--- config.mk ---
export PLATFORM = sky130hd
export DESIGN_NAME = math_notation_keystroke_matcher_unit
export DESIGN_NICKNAME = d
export VERILOG_FILES = /design/src/hw/rtl/mnkm_pkg.sv /design/src/hw/rtl/mnkm_front.sv /design/src/hw/rtl/mnkm_queue.sv /design/src/hw/rtl/mnkm_back.sv /design/src/hw/rtl/math_notation_keystroke_matcher_unit.sv
export SDC_FILE = /design/constraint.sdc
export NUM_CORES = 1
export LEC_CHECK = 0
export BUFFER_PORTS_ARGS = -buffer_cell sky130_fd_sc_hd__buf_2
export CELL_PAD_IN_SITES_DETAIL_PLACEMENT = 1
export CELL_PAD_IN_SITES_GLOBAL_PLACEMENT = 2
export CORE_MARGIN = 2
export CORE_UTILIZATION = 47
export DETAILED_ROUTE_END_ITERATION = 7
export PLACE_DENSITY = 0.85
export REMOVE_ABC_BUFFERS = 1
export SLEW_MARGIN = 20
export SYNTH_ARGS = -nofsm -noshare
export SYNTH_HDL_FRONTEND = slang
export SYNTH_SLANG_ARGS = --single-unit
--- constraint.sdc ---
create_clock -name clk -period 12.58 [get_ports clk]
set_clock_uncertainty 0.05 [all_clocks]
set_input_delay 3.145 -clock clk [delete_from_list [all_inputs] [get_ports clk]]
set_output_delay 3.145 -clock clk [all_outputs]
set_load 0.05 [all_outputs]
--- src/hw/rtl/mnkm_pkg.sv ---
// Shared types, codes and character classes for the math notation keystroke matcher.
// Depends on nothing; every other file of the block refers to it by scoped names.
`default_nettype none

package mnkm_pkg;

    typedef logic [1:0] op_t;

    localparam op_t OP_ADD    = 2'd0;
    localparam op_t OP_REMOVE = 2'd1;
    localparam op_t OP_CLEAR  = 2'd2;
    localparam op_t OP_NONE   = 2'd3;

    localparam logic [1:0] ACTION_ADD    = 2'd0;
    localparam logic [1:0] ACTION_REMOVE = 2'd1;
    localparam logic [1:0] ACTION_RESET  = 2'd2;

    localparam logic [3:0] KIND_NONE      = 4'd0;
    localparam logic [3:0] KIND_WORD      = 4'd1;
    localparam logic [3:0] KIND_SUP_PAIR  = 4'd2;
    localparam logic [3:0] KIND_SUB_PAIR  = 4'd3;
    localparam logic [3:0] KIND_SUP_OPEN  = 4'd4;
    localparam logic [3:0] KIND_SUB_OPEN  = 4'd5;
    localparam logic [3:0] KIND_SUP_CLOSE = 4'd6;
    localparam logic [3:0] KIND_SUB_CLOSE = 4'd7;
    localparam logic [3:0] KIND_SUP_CHAR  = 4'd8;
    localparam logic [3:0] KIND_SUB_CHAR  = 4'd9;

    localparam logic [7:0] CH_CARET  = 8'h5E;
    localparam logic [7:0] CH_UNDER  = 8'h5F;
    localparam logic [7:0] CH_LPAREN = 8'h28;
    localparam logic [7:0] CH_RPAREN = 8'h29;
    localparam logic [7:0] CH_BSLASH = 8'h5C;
    localparam logic [7:0] CH_SPACE  = 8'h20;
    localparam logic [7:0] CH_PLUS   = 8'h2B;
    localparam logic [7:0] CH_MINUS  = 8'h2D;
    localparam logic [7:0] CH_EQUAL  = 8'h3D;
    localparam logic [7:0] CH_SLASH  = 8'h2F;

    localparam int MAX_RESULTS   = 32;
    localparam int MIN_WORD_SPAN = 4;
    localparam int QUEUE_DEPTH   = 2;

    typedef struct packed {
        op_t        op;
        logic [7:0] ch;
        logic       pair;
        logic       open_paren;
        logic       close_paren;
        logic       space;
    } cmd_t;

    function automatic logic is_letter(input logic [7:0] c);
        return (c >= 8'h61 && c <= 8'h7A) || (c >= 8'h41 && c <= 8'h5A);
    endfunction

    function automatic logic is_pair_char(input logic [7:0] c);
        return is_letter(c) || (c >= 8'h30 && c <= 8'h39) || c == CH_PLUS ||
               c == CH_MINUS || c == CH_EQUAL || c == CH_LPAREN ||
               c == CH_RPAREN || c == CH_SLASH;
    endfunction

endpackage

`default_nettype wire

--- src/hw/rtl/mnkm_front.sv ---
// Front end: takes keystroke beats, decodes the action and classifies the character.
// Depends on mnkm_pkg; pushes classified commands into mnkm_queue.
`default_nettype none

module mnkm_front
(
    input  wire logic          in_valid,
    output logic               in_stall,
    input  wire logic [1:0]    action,
    input  wire logic [7:0]    typed_char,
    input  wire logic          queue_full,
    output logic               push,
    output mnkm_pkg::cmd_t     cmd
);

    always_comb
    begin
        in_stall = queue_full;
        push     = in_valid && !queue_full;
        case (action)
            mnkm_pkg::ACTION_ADD:    cmd.op = mnkm_pkg::OP_ADD;
            mnkm_pkg::ACTION_REMOVE: cmd.op = mnkm_pkg::OP_REMOVE;
            mnkm_pkg::ACTION_RESET:  cmd.op = mnkm_pkg::OP_CLEAR;
            default:                 cmd.op = mnkm_pkg::OP_NONE;
        endcase
        cmd.ch          = typed_char;
        cmd.pair        = mnkm_pkg::is_pair_char(typed_char);
        cmd.open_paren  = (typed_char == mnkm_pkg::CH_LPAREN);
        cmd.close_paren = (typed_char == mnkm_pkg::CH_RPAREN);
        cmd.space       = (typed_char == mnkm_pkg::CH_SPACE);
    end

endmodule

`default_nettype wire

--- src/hw/rtl/mnkm_queue.sv ---
// Short command queue between the front end and the matching engine.
// Depends on mnkm_pkg for the command type and the queue depth.
`default_nettype none

module mnkm_queue
(
    input  wire logic            clk,
    input  wire logic            rst_n,
    input  wire logic            push,
    input  wire mnkm_pkg::cmd_t  cmd_in,
    output logic                 full,
    input  wire logic            pop,
    output logic                 cmd_valid,
    output mnkm_pkg::cmd_t       cmd_out
);

    localparam int PW = (mnkm_pkg::QUEUE_DEPTH > 1) ? $clog2(mnkm_pkg::QUEUE_DEPTH) : 1;
    localparam int NW = $clog2(mnkm_pkg::QUEUE_DEPTH + 1);
    localparam logic [PW-1:0] LAST_SLOT = PW'(mnkm_pkg::QUEUE_DEPTH - 1);

    mnkm_pkg::cmd_t slot_reg [mnkm_pkg::QUEUE_DEPTH];
    logic [PW-1:0]  wr_ptr_reg;
    logic [PW-1:0]  wr_ptr_next;
    logic [PW-1:0]  rd_ptr_reg;
    logic [PW-1:0]  rd_ptr_next;
    logic [NW-1:0]  count_reg;
    logic [NW-1:0]  count_next;

    always_comb
    begin
        full      = (count_reg == NW'(mnkm_pkg::QUEUE_DEPTH));
        cmd_valid = (count_reg != '0);
        cmd_out   = slot_reg[rd_ptr_reg];
        wr_ptr_next = wr_ptr_reg;
        rd_ptr_next = rd_ptr_reg;
        count_next  = count_reg;
        if (push)
        begin
            wr_ptr_next = (wr_ptr_reg == LAST_SLOT) ? '0 : wr_ptr_reg + 1'b1;
        end
        if (pop)
        begin
            rd_ptr_next = (rd_ptr_reg == LAST_SLOT) ? '0 : rd_ptr_reg + 1'b1;
        end
        if (push && !pop)
        begin
            count_next = count_reg + 1'b1;
        end
        else if (pop && !push)
        begin
            count_next = count_reg - 1'b1;
        end
    end

    always_ff @(posedge clk or negedge rst_n)
    begin
        if (!rst_n)
        begin
            wr_ptr_reg <= '0;
            rd_ptr_reg <= '0;
            count_reg  <= '0;
        end
        else
        begin
            wr_ptr_reg <= wr_ptr_next;
            rd_ptr_reg <= rd_ptr_next;
            count_reg  <= count_next;
        end
    end

    always_ff @(posedge clk)
    begin
        if (push)
        begin
            slot_reg[wr_ptr_reg] <= cmd_in;
        end
    end

endmodule

`default_nettype wire

--- src/hw/rtl/mnkm_back.sv ---
// Matching engine: character window memory, mode flags, match sequencer and result register.
// Depends on mnkm_pkg; takes commands from mnkm_queue.
`default_nettype none

module mnkm_back
#(
    parameter int BUFFER_DEPTH = 32
)
(
    input  wire logic          clk,
    input  wire logic          rst_n,
    input  wire logic          cmd_valid,
    input  wire mnkm_pkg::cmd_t cmd,
    output logic               cmd_pop,
    output logic               out_valid,
    input  wire logic          out_stall,
    output logic [3:0]         match_kind,
    output logic [4:0]         match_pos,
    output logic [5:0]         match_length,
    output logic [7:0]         pattern_char,
    output logic               last_of_run
);

    localparam int AW = $clog2(BUFFER_DEPTH);
    localparam int CW = $clog2(BUFFER_DEPTH + 1);
    localparam logic [CW:0]   DEPTH_W  = (CW + 1)'(BUFFER_DEPTH);
    localparam logic [CW-1:0] DEPTH_C  = CW'(BUFFER_DEPTH);
    localparam logic [AW-1:0] LAST_IDX = AW'(BUFFER_DEPTH - 1);

    localparam logic [2:0] S_IDLE     = 3'd0;
    localparam logic [2:0] S_CHECK    = 3'd1;
    localparam logic [2:0] S_SCAN_RD  = 3'd2;
    localparam logic [2:0] S_SCAN_CHK = 3'd3;
    localparam logic [2:0] S_EMIT_RD  = 3'd4;
    localparam logic [2:0] S_EMIT_WR  = 3'd5;
    localparam logic [2:0] S_NONE     = 3'd6;

    logic [7:0] mem [BUFFER_DEPTH];

    logic [2:0]      state_reg, state_next;
    logic [CW-1:0]   fill_reg, fill_next;
    logic [AW-1:0]   head_reg, head_next;
    logic            sup_reg, sup_next;
    logic            sub_reg, sub_next;
    mnkm_pkg::cmd_t  cur_reg, cur_next;
    logic [CW-1:0]   scan_reg, scan_next;
    logic [CW-1:0]   bs_reg, bs_next;
    logic [4:0]      k_reg, k_next;
    logic [4:0]      wlast_reg, wlast_next;
    logic [7:0]      rdata_reg;

    logic            out_valid_reg, out_valid_next;
    logic [3:0]      kind_reg, kind_next;
    logic [4:0]      pos_reg, pos_next;
    logic [5:0]      len_reg, len_next;
    logic [7:0]      char_reg, char_next;
    logic            last_reg, last_next;

    logic            mem_we;
    logic [AW-1:0]   wr_addr;
    logic            rd_en;
    logic [AW-1:0]   rd_addr;
    logic            out_free;
    logic            out_load;
    logic            has_prev;
    logic [CW-1:0]   span;

    function automatic logic [AW-1:0] phys(input logic [AW-1:0] base,
                                           input logic [CW-1:0] idx);
        logic [CW:0] sum;
        sum = (CW + 1)'(base) + (CW + 1)'(idx);
        if (sum >= DEPTH_W)
        begin
            sum = sum - DEPTH_W;
        end
        return sum[AW-1:0];
    endfunction

    assign out_valid    = out_valid_reg;
    assign match_kind   = kind_reg;
    assign match_pos    = pos_reg;
    assign match_length = len_reg;
    assign pattern_char = char_reg;
    assign last_of_run  = last_reg;

    always_comb
    begin
        state_next = state_reg;
        fill_next  = fill_reg;
        head_next  = head_reg;
        sup_next   = sup_reg;
        sub_next   = sub_reg;
        cur_next   = cur_reg;
        scan_next  = scan_reg;
        bs_next    = bs_reg;
        k_next     = k_reg;
        wlast_next = wlast_reg;
        cmd_pop    = 1'b0;
        mem_we     = 1'b0;
        wr_addr    = '0;
        rd_en      = 1'b0;
        rd_addr    = '0;
        out_free   = !out_valid_reg || !out_stall;
        out_load   = 1'b0;
        kind_next  = mnkm_pkg::KIND_NONE;
        pos_next   = '0;
        len_next   = '0;
        char_next  = '0;
        last_next  = 1'b1;
        has_prev   = (fill_reg >= CW'(2));
        span       = fill_reg - scan_reg;

        case (state_reg)
            S_IDLE:
            begin
                if (cmd_valid)
                begin
                    cmd_pop  = 1'b1;
                    cur_next = cmd;
                    case (cmd.op)
                        mnkm_pkg::OP_ADD:
                        begin
                            mem_we = 1'b1;
                            if (fill_reg == DEPTH_C)
                            begin
                                wr_addr   = head_reg;
                                head_next = (head_reg == LAST_IDX) ? '0 : head_reg + 1'b1;
                            end
                            else
                            begin
                                wr_addr   = phys(head_reg, fill_reg);
                                fill_next = fill_reg + 1'b1;
                            end
                            if (fill_next >= CW'(2))
                            begin
                                rd_en   = 1'b1;
                                rd_addr = phys(head_next, fill_next - CW'(2));
                            end
                            state_next = S_CHECK;
                        end
                        mnkm_pkg::OP_REMOVE:
                        begin
                            if (fill_reg != '0)
                            begin
                                fill_next = fill_reg - 1'b1;
                            end
                            state_next = S_NONE;
                        end
                        mnkm_pkg::OP_CLEAR:
                        begin
                            fill_next  = '0;
                            head_next  = '0;
                            sup_next   = 1'b0;
                            sub_next   = 1'b0;
                            state_next = S_NONE;
                        end
                        default:
                        begin
                            state_next = S_NONE;
                        end
                    endcase
                end
            end

            S_CHECK:
            begin
                if (cur_reg.open_paren && has_prev && rdata_reg == mnkm_pkg::CH_CARET)
                begin
                    kind_next = mnkm_pkg::KIND_SUP_OPEN;
                    pos_next  = 5'(fill_reg - CW'(2));
                    len_next  = 6'd2;
                    char_next = mnkm_pkg::CH_LPAREN;
                    if (out_free)
                    begin
                        sup_next = 1'b1;
                    end
                end
                else if (cur_reg.open_paren && has_prev && rdata_reg == mnkm_pkg::CH_UNDER)
                begin
                    kind_next = mnkm_pkg::KIND_SUB_OPEN;
                    pos_next  = 5'(fill_reg - CW'(2));
                    len_next  = 6'd2;
                    char_next = mnkm_pkg::CH_LPAREN;
                    if (out_free)
                    begin
                        sub_next = 1'b1;
                    end
                end
                else if (cur_reg.close_paren && (sup_reg || sub_reg))
                begin
                    kind_next = sup_reg ? mnkm_pkg::KIND_SUP_CLOSE : mnkm_pkg::KIND_SUB_CLOSE;
                    pos_next  = 5'(fill_reg - CW'(1));
                    len_next  = 6'd1;
                    char_next = mnkm_pkg::CH_RPAREN;
                    if (out_free)
                    begin
                        sup_next = 1'b0;
                        sub_next = 1'b0;
                    end
                end
                else if (sup_reg || sub_reg)
                begin
                    kind_next = sup_reg ? mnkm_pkg::KIND_SUP_CHAR : mnkm_pkg::KIND_SUB_CHAR;
                    pos_next  = 5'(fill_reg - CW'(1));
                    len_next  = 6'd1;
                    char_next = cur_reg.ch;
                end
                else if (cur_reg.pair && has_prev && rdata_reg == mnkm_pkg::CH_CARET)
                begin
                    kind_next = mnkm_pkg::KIND_SUP_PAIR;
                    pos_next  = 5'(fill_reg - CW'(2));
                    len_next  = 6'd2;
                    char_next = cur_reg.ch;
                end
                else if (cur_reg.pair && has_prev && rdata_reg == mnkm_pkg::CH_UNDER)
                begin
                    kind_next = mnkm_pkg::KIND_SUB_PAIR;
                    pos_next  = 5'(fill_reg - CW'(2));
                    len_next  = 6'd2;
                    char_next = cur_reg.ch;
                end

                if (cur_reg.space && !sup_reg && !sub_reg &&
                    fill_reg >= CW'(mnkm_pkg::MIN_WORD_SPAN))
                begin
                    scan_next  = fill_reg - CW'(2);
                    state_next = S_SCAN_RD;
                end
                else if (out_free)
                begin
                    out_load   = 1'b1;
                    state_next = S_IDLE;
                end
            end

            S_SCAN_RD:
            begin
                rd_en      = 1'b1;
                rd_addr    = phys(head_reg, scan_reg);
                state_next = S_SCAN_CHK;
            end

            S_SCAN_CHK:
            begin
                if (rdata_reg == mnkm_pkg::CH_BSLASH)
                begin
                    if (span >= CW'(mnkm_pkg::MIN_WORD_SPAN))
                    begin
                        bs_next = scan_reg;
                        k_next  = '0;
                        if (int'(span) - 1 > mnkm_pkg::MAX_RESULTS)
                        begin
                            wlast_next = 5'(mnkm_pkg::MAX_RESULTS - 1);
                        end
                        else
                        begin
                            wlast_next = 5'(span - CW'(2));
                        end
                        state_next = S_EMIT_RD;
                    end
                    else
                    begin
                        state_next = S_NONE;
                    end
                end
                else if (!mnkm_pkg::is_letter(rdata_reg) || scan_reg == '0)
                begin
                    state_next = S_NONE;
                end
                else
                begin
                    scan_next  = scan_reg - 1'b1;
                    state_next = S_SCAN_RD;
                end
            end

            S_EMIT_RD:
            begin
                rd_en      = 1'b1;
                rd_addr    = phys(head_reg, bs_reg + CW'(k_reg));
                state_next = S_EMIT_WR;
            end

            S_EMIT_WR:
            begin
                kind_next = mnkm_pkg::KIND_WORD;
                pos_next  = 5'(bs_reg);
                len_next  = 6'(fill_reg - bs_reg);
                char_next = rdata_reg;
                last_next = (k_reg == wlast_reg);
                if (out_free)
                begin
                    out_load = 1'b1;
                    if (k_reg == wlast_reg)
                    begin
                        state_next = S_IDLE;
                    end
                    else
                    begin
                        k_next     = k_reg + 1'b1;
                        state_next = S_EMIT_RD;
                    end
                end
            end

            S_NONE:
            begin
                if (out_free)
                begin
                    out_load   = 1'b1;
                    state_next = S_IDLE;
                end
            end

            default:
            begin
                state_next = S_IDLE;
            end
        endcase

        if (out_load)
        begin
            out_valid_next = 1'b1;
        end
        else
        begin
            out_valid_next = out_valid_reg && out_stall;
        end
    end

    always_ff @(posedge clk or negedge rst_n)
    begin
        if (!rst_n)
        begin
            state_reg     <= S_IDLE;
            fill_reg      <= '0;
            head_reg      <= '0;
            sup_reg       <= 1'b0;
            sub_reg       <= 1'b0;
            out_valid_reg <= 1'b0;
        end
        else
        begin
            state_reg     <= state_next;
            fill_reg      <= fill_next;
            head_reg      <= head_next;
            sup_reg       <= sup_next;
            sub_reg       <= sub_next;
            out_valid_reg <= out_valid_next;
        end
    end

    always_ff @(posedge clk)
    begin
        cur_reg   <= cur_next;
        scan_reg  <= scan_next;
        bs_reg    <= bs_next;
        k_reg     <= k_next;
        wlast_reg <= wlast_next;
        if (out_load)
        begin
            kind_reg <= kind_next;
            pos_reg  <= pos_next;
            len_reg  <= len_next;
            char_reg <= char_next;
            last_reg <= last_next;
        end
    end

    always_ff @(posedge clk)
    begin
        if (mem_we)
        begin
            mem[wr_addr] <= cur_next.ch;
        end
        if (rd_en)
        begin
            rdata_reg <= mem[rd_addr];
        end
    end

endmodule

`default_nettype wire

--- src/hw/rtl/math_notation_keystroke_matcher_unit.sv ---
// Top level of the math notation keystroke matcher: front end, command queue, matching engine.
// Depends on mnkm_pkg, mnkm_front, mnkm_queue and mnkm_back.
`default_nettype none

// Each keystroke beat adds a character, removes the last one, resets the window and the
// superscript and subscript modes, or (action code 3) does nothing, and yields one or more
// result beats; last_of_run marks the final result of a keystroke. A two-entry command queue
// lets keystrokes be taken while the engine is busy. A space that may end a backslash word
// makes the engine scan the window backward, one entry per step, to the backslash, and then
// emit one result per character of the word, backslash included; output stalls can hold each
// emitted result. The window memory has a registered read, so each scan or emit step reads
// in one state and uses the data in the state after it. The window is a circular buffer, so
// dropping the oldest character costs nothing, and no clearing pass is needed after reset.
module math_notation_keystroke_matcher_unit
#(
    parameter int BUFFER_DEPTH = 32
)
(
    input  wire logic          clk,
    input  wire logic          rst_n,
    input  wire logic          in_valid,
    output logic               in_stall,
    input  wire logic [1:0]    action,
    input  wire logic [7:0]    typed_char,
    output logic               out_valid,
    input  wire logic          out_stall,
    output logic [3:0]         match_kind,
    output logic [4:0]         match_pos,
    output logic [5:0]         match_length,
    output logic [7:0]         pattern_char,
    output logic               last_of_run
);

    mnkm_pkg::cmd_t push_cmd;
    mnkm_pkg::cmd_t head_cmd;
    logic           push;
    logic           queue_full;
    logic           head_valid;
    logic           pop;

    mnkm_front u_front
    (
        .in_valid   (in_valid),
        .in_stall   (in_stall),
        .action     (action),
        .typed_char (typed_char),
        .queue_full (queue_full),
        .push       (push),
        .cmd        (push_cmd)
    );

    mnkm_queue u_queue
    (
        .clk       (clk),
        .rst_n     (rst_n),
        .push      (push),
        .cmd_in    (push_cmd),
        .full      (queue_full),
        .pop       (pop),
        .cmd_valid (head_valid),
        .cmd_out   (head_cmd)
    );

    mnkm_back
    #(
        .BUFFER_DEPTH (BUFFER_DEPTH)
    )
    u_back
    (
        .clk          (clk),
        .rst_n        (rst_n),
        .cmd_valid    (head_valid),
        .cmd          (head_cmd),
        .cmd_pop      (pop),
        .out_valid    (out_valid),
        .out_stall    (out_stall),
        .match_kind   (match_kind),
        .match_pos    (match_pos),
        .match_length (match_length),
        .pattern_char (pattern_char),
        .last_of_run  (last_of_run)
    );

endmodule

`default_nettype wire
; After elaboration in Yosys (flattened, before gate mapping)
; Memory sizes are Yosys's and may differ from the RTL's. A register that Yosys moved wholly into a read port is not among the register bits.
; Cells that the tools add are included.
[classes]
n_reduce_logical = 62
magnitude_cmp = 19
eq_ne = 39
addsub = 24
mux = 108
[op_table]
columns = operator, count
row1 = two-way mux 5 bit, 26
row2 = two-way mux 6 bit, 13
row3 = "== test 8 x 6 -> 1 bit, second input constant", 7
row4 = two-way mux 8 bit, 6
row5 = "greater-or-equal comparator 8 x 7 -> 1 bit, second input constant", 4
row6 = "greater-than comparator 32 x 7 -> 1 bit, second input constant", 1
row7 = "<= comparator 8 x 7 -> 1 bit, second input constant", 4
row8 = case mux 5 bit (2 select lines), 3
row9 = adder 5 x 6 -> 7 bit, 4
row10 = "greater-or-equal comparator 7 x 6 -> 1 bit, second input constant", 4
row11 = two-way mux 1 bit, 28
row12 = "== test 8 x 7 -> 1 bit, second input constant", 3
row13 = two-way mux 12 bit, 2
row14 = two-way mux 3 bit, 8
row15 = case mux 6 bit (2 select lines), 2
row16 = case mux 3 bit (7 select lines), 1
row17 = two-way mux 4 bit, 5
row18 = "subtractor 5 x 1 -> 5 bit, second input constant", 4
row19 = logical AND 1 bit, 19
row20 = case mux 6 bit (3 select lines), 1
row21 = case mux 8 bit (2 select lines), 1
row22 = case mux 5 bit (3 select lines), 1
row23 = "greater-or-equal comparator 6 x 2 -> 1 bit, second input constant", 2
row24 = "greater-or-equal comparator 6 x 3 -> 1 bit, second input constant", 2
row25 = 43 further kinds, 101
[totals]
mem_count = 2
out_inout_bits = 26
inputBits = 14
mem_bits_rw = 284
wordCells = 277
ff_bits = 79
[mem_list]
columns = name, words, word_bits, read_ports, rd_ports_with_merged_regs, wr, line
row1 = u_back.mem, 32, 8, 1, 1, 1, mnkm_back.sv:38  ; logic [7:0] mem [BUFFER_DEPTH];
row2 = u_queue.slot_reg, 2, 14, 1, 0, 1, mnkm_queue.sv:21  ; mnkm_pkg::cmd_t slot_reg [mnkm_pkg::QUEUE_DEPTH];

; Logic depth before layout (Yosys ltp)
[logic_depth]
depth_word = 13
depth_mapped = 20
ltp_nobuf = 16

; Hierarchy
; Synthesis repeated with hierarchy kept, for this count alone.
[hier_totals]
cells_unflattened = 1279
hier_area_um2 = 17292.8
[by_module_without_submodules]
columns = module, area_each_um2, cells_per_inst, instances
row1 = mnkm_back, 15866.5, 1194, 1
row2 = mnkm_queue, 1252.5, 60, 1
row3 = mnkm_front, 173.9, 25, 1

; Worst setup path after synthesis
; Ideal clock, no wire load.
[synth_path]
kind = input -> register
start = input port out_stall
end = register u_back.last_reg (netlist: u_back.last_of_run) (enable)
cell_stages = 1
required_ns = 12.117
arrival_time_ns = 4.328
setup_time_ns = 0.413
slack_ns = 7.789
path_cell_list = a21oi_1
[synth_between]
elab_chain_cells = 5
[synth_rtl]
columns = item, line
row1 = from (decl), math_notation_keystroke_matcher_unit.sv:26  ; input wire logic out_stall,
row2 = zero test 1 bit (*), mnkm_back.sv:103  ; out_free = !out_valid_reg || !out_stall;
row3 = logical OR 1 bit (*), mnkm_back.sv:103
row4 = two-way mux 1 bit (*), "mnkm_back.sv:229, mnkm_back.sv:291, mnkm_back.sv:308"
row5 = two-way mux 1 bit, mnkm_back.sv:223  ; if (cur_reg.space && !sup_reg && !sub_reg &&
row6 = case mux 1 bit (2 select lines) (*), mnkm_back.sv:113  ; case (state_reg)
row7 = to (signal assigned), mnkm_back.sv:366  ; last_reg <= last_next;
row8 = to (decl), mnkm_back.sv:57  ; logic last_reg, last_next;
; Mark *: on every way between the ends. The rest lies on a longest branch, timed or not.
; A chain may end at the register's enable or synchronous reset.

; Worst setup path after layout
[layout_path]
start = register u_back.fill_reg[1]
end = register u_back.rdata_reg[0] (read register of u_back.mem), data pin
[layout_between]
elab_chain_cells = 13
word_cells_on_any_way = 24
cone_classes = add/sub: 4 / order compare: 2 / eq/ne: 1 / mux: 17
[layout_rtl]
columns = item, line
row1 = from (decl), mnkm_back.sv:41  ; logic [CW-1:0] fill_reg, fill_next;
row2 = from (signal assigned), mnkm_back.sv:345  ; fill_reg <= fill_next;
row3 = adder 6 x 1 -> 6 bit or == test 6 bit (tied branches), "mnkm_back.sv:132, mnkm_back.sv:124"
row4 = two-way mux 6 bit, mnkm_back.sv:124  ; if (fill_reg == DEPTH_C)
row5 = two-way mux 6 bit, mnkm_back.sv:120  ; case (cmd.op)
row6 = two-way mux 6 bit, mnkm_back.sv:116  ; if (cmd_valid)
row7 = two-way mux 6 bit, mnkm_back.sv:113
row8 = subtractor 6 x 2 -> 6 bit, mnkm_back.sv:137  ; rd_addr = phys(head_next, fill_next - CW'(2));
row9 = adder 5 x 6 -> 7 bit, mnkm_back.sv:71  ; sum = (CW + 1)'(base) + (CW + 1)'(idx);
row10 = greater-or-equal comparator 7 x 6 -> 1 bit or subtractor 5 x 1 -> 5 bit (tied branches), "mnkm_back.sv:72, mnkm_back.sv:74"
row11 = two-way mux 5 bit, mnkm_back.sv:72  ; if (sum >= DEPTH_W)
row12 = two-way mux 5 bit, mnkm_back.sv:134  ; if (fill_next >= CW'(2))
row13 = two-way mux 5 bit, mnkm_back.sv:120
row14 = two-way mux 5 bit, mnkm_back.sv:116
row15 = case mux 5 bit (3 select lines), mnkm_back.sv:113
row16 = to (decl), mnkm_back.sv:50  ; logic [7:0] rdata_reg;
; Parallel ways exist; a longest one is shown, timed or not. The select of a mux whose other input is x is not followed.

==> tab_implementation.tex <==
\begin{tabular}{lr}
\hline
Metric & Value \\
\hline
\multicolumn{2}{l}{\textbf{Clocking}} \\
\quad Number of gates resized after cts & 0 \\
\quad Deepest level of the CTS H-tree & 2 \\
\quad Max clock buf depth & 3 \\
\quad Clock transition time at the flip-flop clock pins of the worst setup and hold paths & roughly 0.070 ns \\
\quad Root buf cell & sky130\_fd\_sc\_hd\_\_clkbuf\_16 \\
\quad Clock latency on the worst-skew pair & $\sim$0.56 ns \\
\quad Clock tree from TritonCTS & yes \\
\quad Clock sink total & approximately 370 \\
\quad Number of setup buffers added after CTS & 0 \\
\quad Number of clock buffers inserted by TritonCTS & 40 \\
\quad Number of hold buffers added after cts & 0 \\
\multicolumn{2}{l}{\textbf{STA}} \\
\quad Final critical delay including setup and external delays & between 5 and 6 ns \\
\quad Hold Fails Final Rpt & 0 \\
\quad Final-layout setup total negative slack & 0 ns \\
\quad Achievable frequency & 170.3 MHz \\
\quad Max Transition Viols Final & 0 \\
\quad Finish-stage setup viols & 0 \\
\quad Period utilisation layout & between 40 and 50\% \\
\quad Slew at the pin closest to its max-slew limit & 1.002 ns \\
\quad Worst-case setup margin in the final layout & roughly 6.7 ns \\
\quad RSZ-0062 raised after global routing & false \\
\quad Slew headroom & between 30\% and 40\% \\
\multicolumn{2}{l}{\textbf{Global routing}} \\
\quad Gr ovfl total & 0 \\
\quad Wire length of the first global-routing pass & just over 70000 um \\
\quad Initial antenna violation count & 0 \\
\quad Overall track demand over capacity in global routing & approximately 25\% \\
\quad Pin count of the biggest net entering global routing & slightly below 70 \\
\quad Vias in the first global route & $\sim$12000 \\
\multicolumn{2}{l}{\textbf{Final layout}} \\
\quad Total number of nets in the final design & 1487 \\
\quad Share of final-layout standard cells stronger than drive strength 1 & a little over a tenth \\
\quad Layout area overhead & 11.25\% \\
\quad Flip-flop count of the largest register after layout & 256 \\
\quad Number of antenna cells inserted & 0 \\
\multicolumn{2}{l}{\textbf{Route}} \\
\quad \# DRC & 0 \\
\quad Detailed router's first-iteration violation count & a little under 800 \\
\quad Antenna Violating Nets Remaining & 0 \\
\quad Detailed-route vias per instance & roughly 5.9 \\
\quad Pre-antenna DRT Iters & 7 \\
\quad Number of vias after detailed routing & about 11000 \\
\quad Post-detailed-routing wire length & 47450 um \\
\quad Wirelength per Cell & about 25 um \\
\multicolumn{2}{l}{\textbf{Die}} \\
\quad Top-Level Pins & 40 \\
\quad Core Footprint & 35740 sq um \\
\quad DIE WIDTH & 194.8 um \\
\quad Initial core utilization & a little under half \\
\quad DIE AREA & between 30000 and 40000 sq um \\
\quad Row count & $\sim$70 \\
\quad Die outline height & $\sim$190 um \\
\multicolumn{2}{l}{\textbf{Power and ir drop}} \\
\quad Leakage & $\sim$7 nW \\
\quad Power per unit of standard cell area & 282.6 nW/um\^{}2 \\
\quad Worst IR drop on VDD & between 0.00015 and 0.0002 V \\
\multicolumn{2}{l}{\textbf{Yosys}} \\
\quad Cells after Synth & approximately 1400 \\
\quad Asr flop ratio synth & 5.660\% \\
\quad Top area cells in the synthesized netlist & sky130\_fd\_sc\_hd\_\_edfxtp\_1 60\%, sky130\_fd\_sc\_hd\_\_nand2\_1 4.9\%, sky130\_fd\_sc\_hd\_\_ha\_1 3.4\% \\
\quad Post-synthesis instance area & between 15000 and 20000 sq um \\
\quad Biggest area consumer among synthesized cells & sky130\_fd\_sc\_hd\_\_edfxtp\_1 \\
\quad Number of synthesized register bits & around 370 \\
\quad Sequential share of the synthesized area & between 60\% and 70\% \\
\quad EDFF count, synth & between 300 and 400 \\
\quad Top cell types by occurrence after synthesis & 342 x sky130\_fd\_sc\_hd\_\_edfxtp\_1, 225 x sky130\_fd\_sc\_hd\_\_nand2\_1, 109 x sky130\_fd\_sc\_hd\_\_a21oi\_1 \\
\quad Fraction of post-synthesis cell area in the top cell type by area & approximately three fifths \\
\quad Avg Inst Size Synth & between 10 and 15 sq um \\
\quad Most repeated cell in the gate-level netlist after synthesis & sky130\_fd\_sc\_hd\_\_edfxtp\_1 \\
\quad Synth Warn \# & 0 \\
\quad Netlist cell types & 76 \\
\quad Main synth FF type & sky130\_fd\_sc\_hd\_\_edfxtp\_1 \\
\multicolumn{2}{l}{\textbf{Hold path}} \\
\quad Class of the tightest hold or removal check & flop to flop \\
\multicolumn{2}{l}{\textbf{Placement}} \\
\quad Worst slack, placed & just under 7 ns \\
\quad IO buf count & 39 \\
\quad Placer's final routability congestion estimate & approximately 0.85 \\
\quad Detailed placer's ending HPWL & 31630 um \\
\multicolumn{2}{l}{\textbf{Critical path}} \\
\quad CP Data Required Time & between 10 and 15 ns \\
\quad Worst Reg2Reg Path Length in Cells & 16 \\
\quad Worst setup path endpoint & u\_back.rdata\_reg[0]\$\_DFFE\_PP\_ \\
\quad Endpoint of the worst register-to-register path & u\_back.rdata\_reg[0]\$\_DFFE\_PP\_ \\
\quad Arr. time, crit path & a little over 6 ns \\
\quad Start point of the critical path & u\_back.fill\_reg[1]\$\_DFFE\_PN0P\_ \\
\quad Nature of the critical path startpoint & flop \\
\quad Register-to-Register Setup Slack & about 6.7 ns \\
\quad Launch point of the worst reg-to-reg path & u\_back.fill\_reg[1]\$\_DFFE\_PN0P\_ \\
\quad Crit path kind & flop to flop \\
\quad Max FO, Critical Path & 64 \\
\quad Category of the worst setup path capture point & flop \\
\multicolumn{2}{l}{\textbf{Status}} \\
\quad Status & finished clean \\
\multicolumn{2}{l}{\textbf{Run}} \\
\quad Number of max-cap violations & 0 \\
\hline
\end{tabular}
area by class of cell:
class	instances	area (sq um)
clock buffer	54	1075
clock inverter	19	185.2
fill	3660	16710
inverter	37	138.9
multi-input combinational	912	5759
sequential	371	10960
tap	461	576.8
timing repair buffer	58	337.8
critical path, cell delays in order, from the launching register on:
cell                        delay [ns]
sky130_fd_sc_hd__dfrtp_1          0.76
sky130_fd_sc_hd__inv_1            0.26
sky130_fd_sc_hd__ha_1             0.30
sky130_fd_sc_hd__nand3_1          0.36
sky130_fd_sc_hd__nor2_1           0.10
sky130_fd_sc_hd__mux2_2           0.29
sky130_fd_sc_hd__ha_1             0.23
sky130_fd_sc_hd__fa_1             0.51
sky130_fd_sc_hd__a21boi_2         0.14
sky130_fd_sc_hd__nor2_4           0.13
sky130_fd_sc_hd__buf_4            0.35
sky130_fd_sc_hd__buf_4            0.69
sky130_fd_sc_hd__nand2_1          0.50
sky130_fd_sc_hd__a21oi_1          0.28
sky130_fd_sc_hd__nor4_1           0.09
sky130_fd_sc_hd__a21oi_1          0.37
sky130_fd_sc_hd__a2bb2oi_1        0.20
placed cells by master, fill, tap and decap left out, types with 6 or more instances in the layout:
cell                        synthesis  final
sky130_fd_sc_hd__ha_1              47     47
sky130_fd_sc_hd__and3_1             8      8
sky130_fd_sc_hd__fa_1               6      6
sky130_fd_sc_hd__edfxtp_1         342    342
sky130_fd_sc_hd__dfrtp_1           21     21
sky130_fd_sc_hd__mux2i_1           43     43
sky130_fd_sc_hd__a21o_1            21     21
sky130_fd_sc_hd__xnor2_1           34     34
sky130_fd_sc_hd__a32oi_1            6      6
sky130_fd_sc_hd__clkbuf_16          0     41
sky130_fd_sc_hd__xor2_1            21     21
sky130_fd_sc_hd__inv_1             37     37
sky130_fd_sc_hd__a21oi_1          109    108
sky130_fd_sc_hd__clkbuf_1          25     13
sky130_fd_sc_hd__nand3_1           58     58
sky130_fd_sc_hd__nor2_1            90     88
sky130_fd_sc_hd__buf_2             28     39
sky130_fd_sc_hd__nor3_1            25     25
sky130_fd_sc_hd__buf_4              7     19
sky130_fd_sc_hd__a311oi_1           9      9
sky130_fd_sc_hd__nand2b_1          10     10
sky130_fd_sc_hd__clkinv_2           0      9
sky130_fd_sc_hd__o21ai_2            1      9
sky130_fd_sc_hd__nor4_1             6      6
sky130_fd_sc_hd__a211oi_1          10     10
sky130_fd_sc_hd__and2_1             6      6
sky130_fd_sc_hd__o21ai_0           39     29
sky130_fd_sc_hd__o22ai_1           12     12
sky130_fd_sc_hd__o32ai_1            8      8
sky130_fd_sc_hd__dfxtp_1            8      8
sky130_fd_sc_hd__nand2_1          225    225
sky130_fd_sc_hd__a22o_1            12     12
how the worst min path moves through the flow:
stage | endpoint | start | depth (start not counted)
final | u_back.bs_reg[1]$_DFFE_PP_ | u_back.scan_reg[1]$_DFFE_PP_ | 0
after global routing | u_back.bs_reg[1]$_DFFE_PP_ | u_back.scan_reg[1]$_DFFE_PP_ | 0
after CTS | u_back.bs_reg[1]$_DFFE_PP_ | u_back.scan_reg[1]$_DFFE_PP_ | 0
after detailed placement | u_back.bs_reg[1]$_DFFE_PP_ | u_back.scan_reg[1]$_DFFE_PP_ | 0
after global placement | u_back.cur_reg[10]$_DFF_P_ | u_back.cur_reg[10]$_DFF_P_ | 2
after floorplan | u_back.bs_reg[1]$_DFFE_PP_ | u_back.scan_reg[1]$_DFFE_PP_ | 0
layer usage:
| layer | track usage, % | part of all wire [%] | vias to the layer above | routed length [um] |
|---|---|---|---|---|
| met5 | 0 | 0 | - | 0 |
| met4 | 8.114 | 2.9 | 0 | 1384 |
| met3 | 3.661 | 4.6 | 86 | 2164 |
| met2 | 43.29 | 50 | 300 | 23710 |
| met1 | 33.00 | 43 | 5775 | 20200 |
| li1 | - | - | 5192 | - |
logic make-up after synthesis:
logic type                 after synthesis  synth area share, %
adders and majority gates               54                4.199
DFF                                    371                64.05
and+or+nand+nor                        458                11.75
buffers and inverters                  102                2.685
xor gates and xnor gates                55                2.816
muxes                                   48                2.846
AOI/OAI and AO/OA                      297                11.65
per-stage QoR:
step	utilization (%)	total power [mW]	hold WS [ns]	cell area, sq um	std cells
finish	53.24	5.377	0.4442	19030	1912
global route	53.24	5.634	0.4638	19030	1912
CTS	53.22	5.395	0.4409	19020	1912
detailed placement	49.69	4.239	0.4247	17760	1839
global placement	49.68	4.172	0.4080	17760	1839
floorplan	-	3.388	0.4010	16780	1320
where the power goes:
part	switching [mW]	internal [mW]
clock	0.497	0.648
combinational	1.64	0.709
sequential	0.157	1.73
Power figures use the tool's default switching activity.
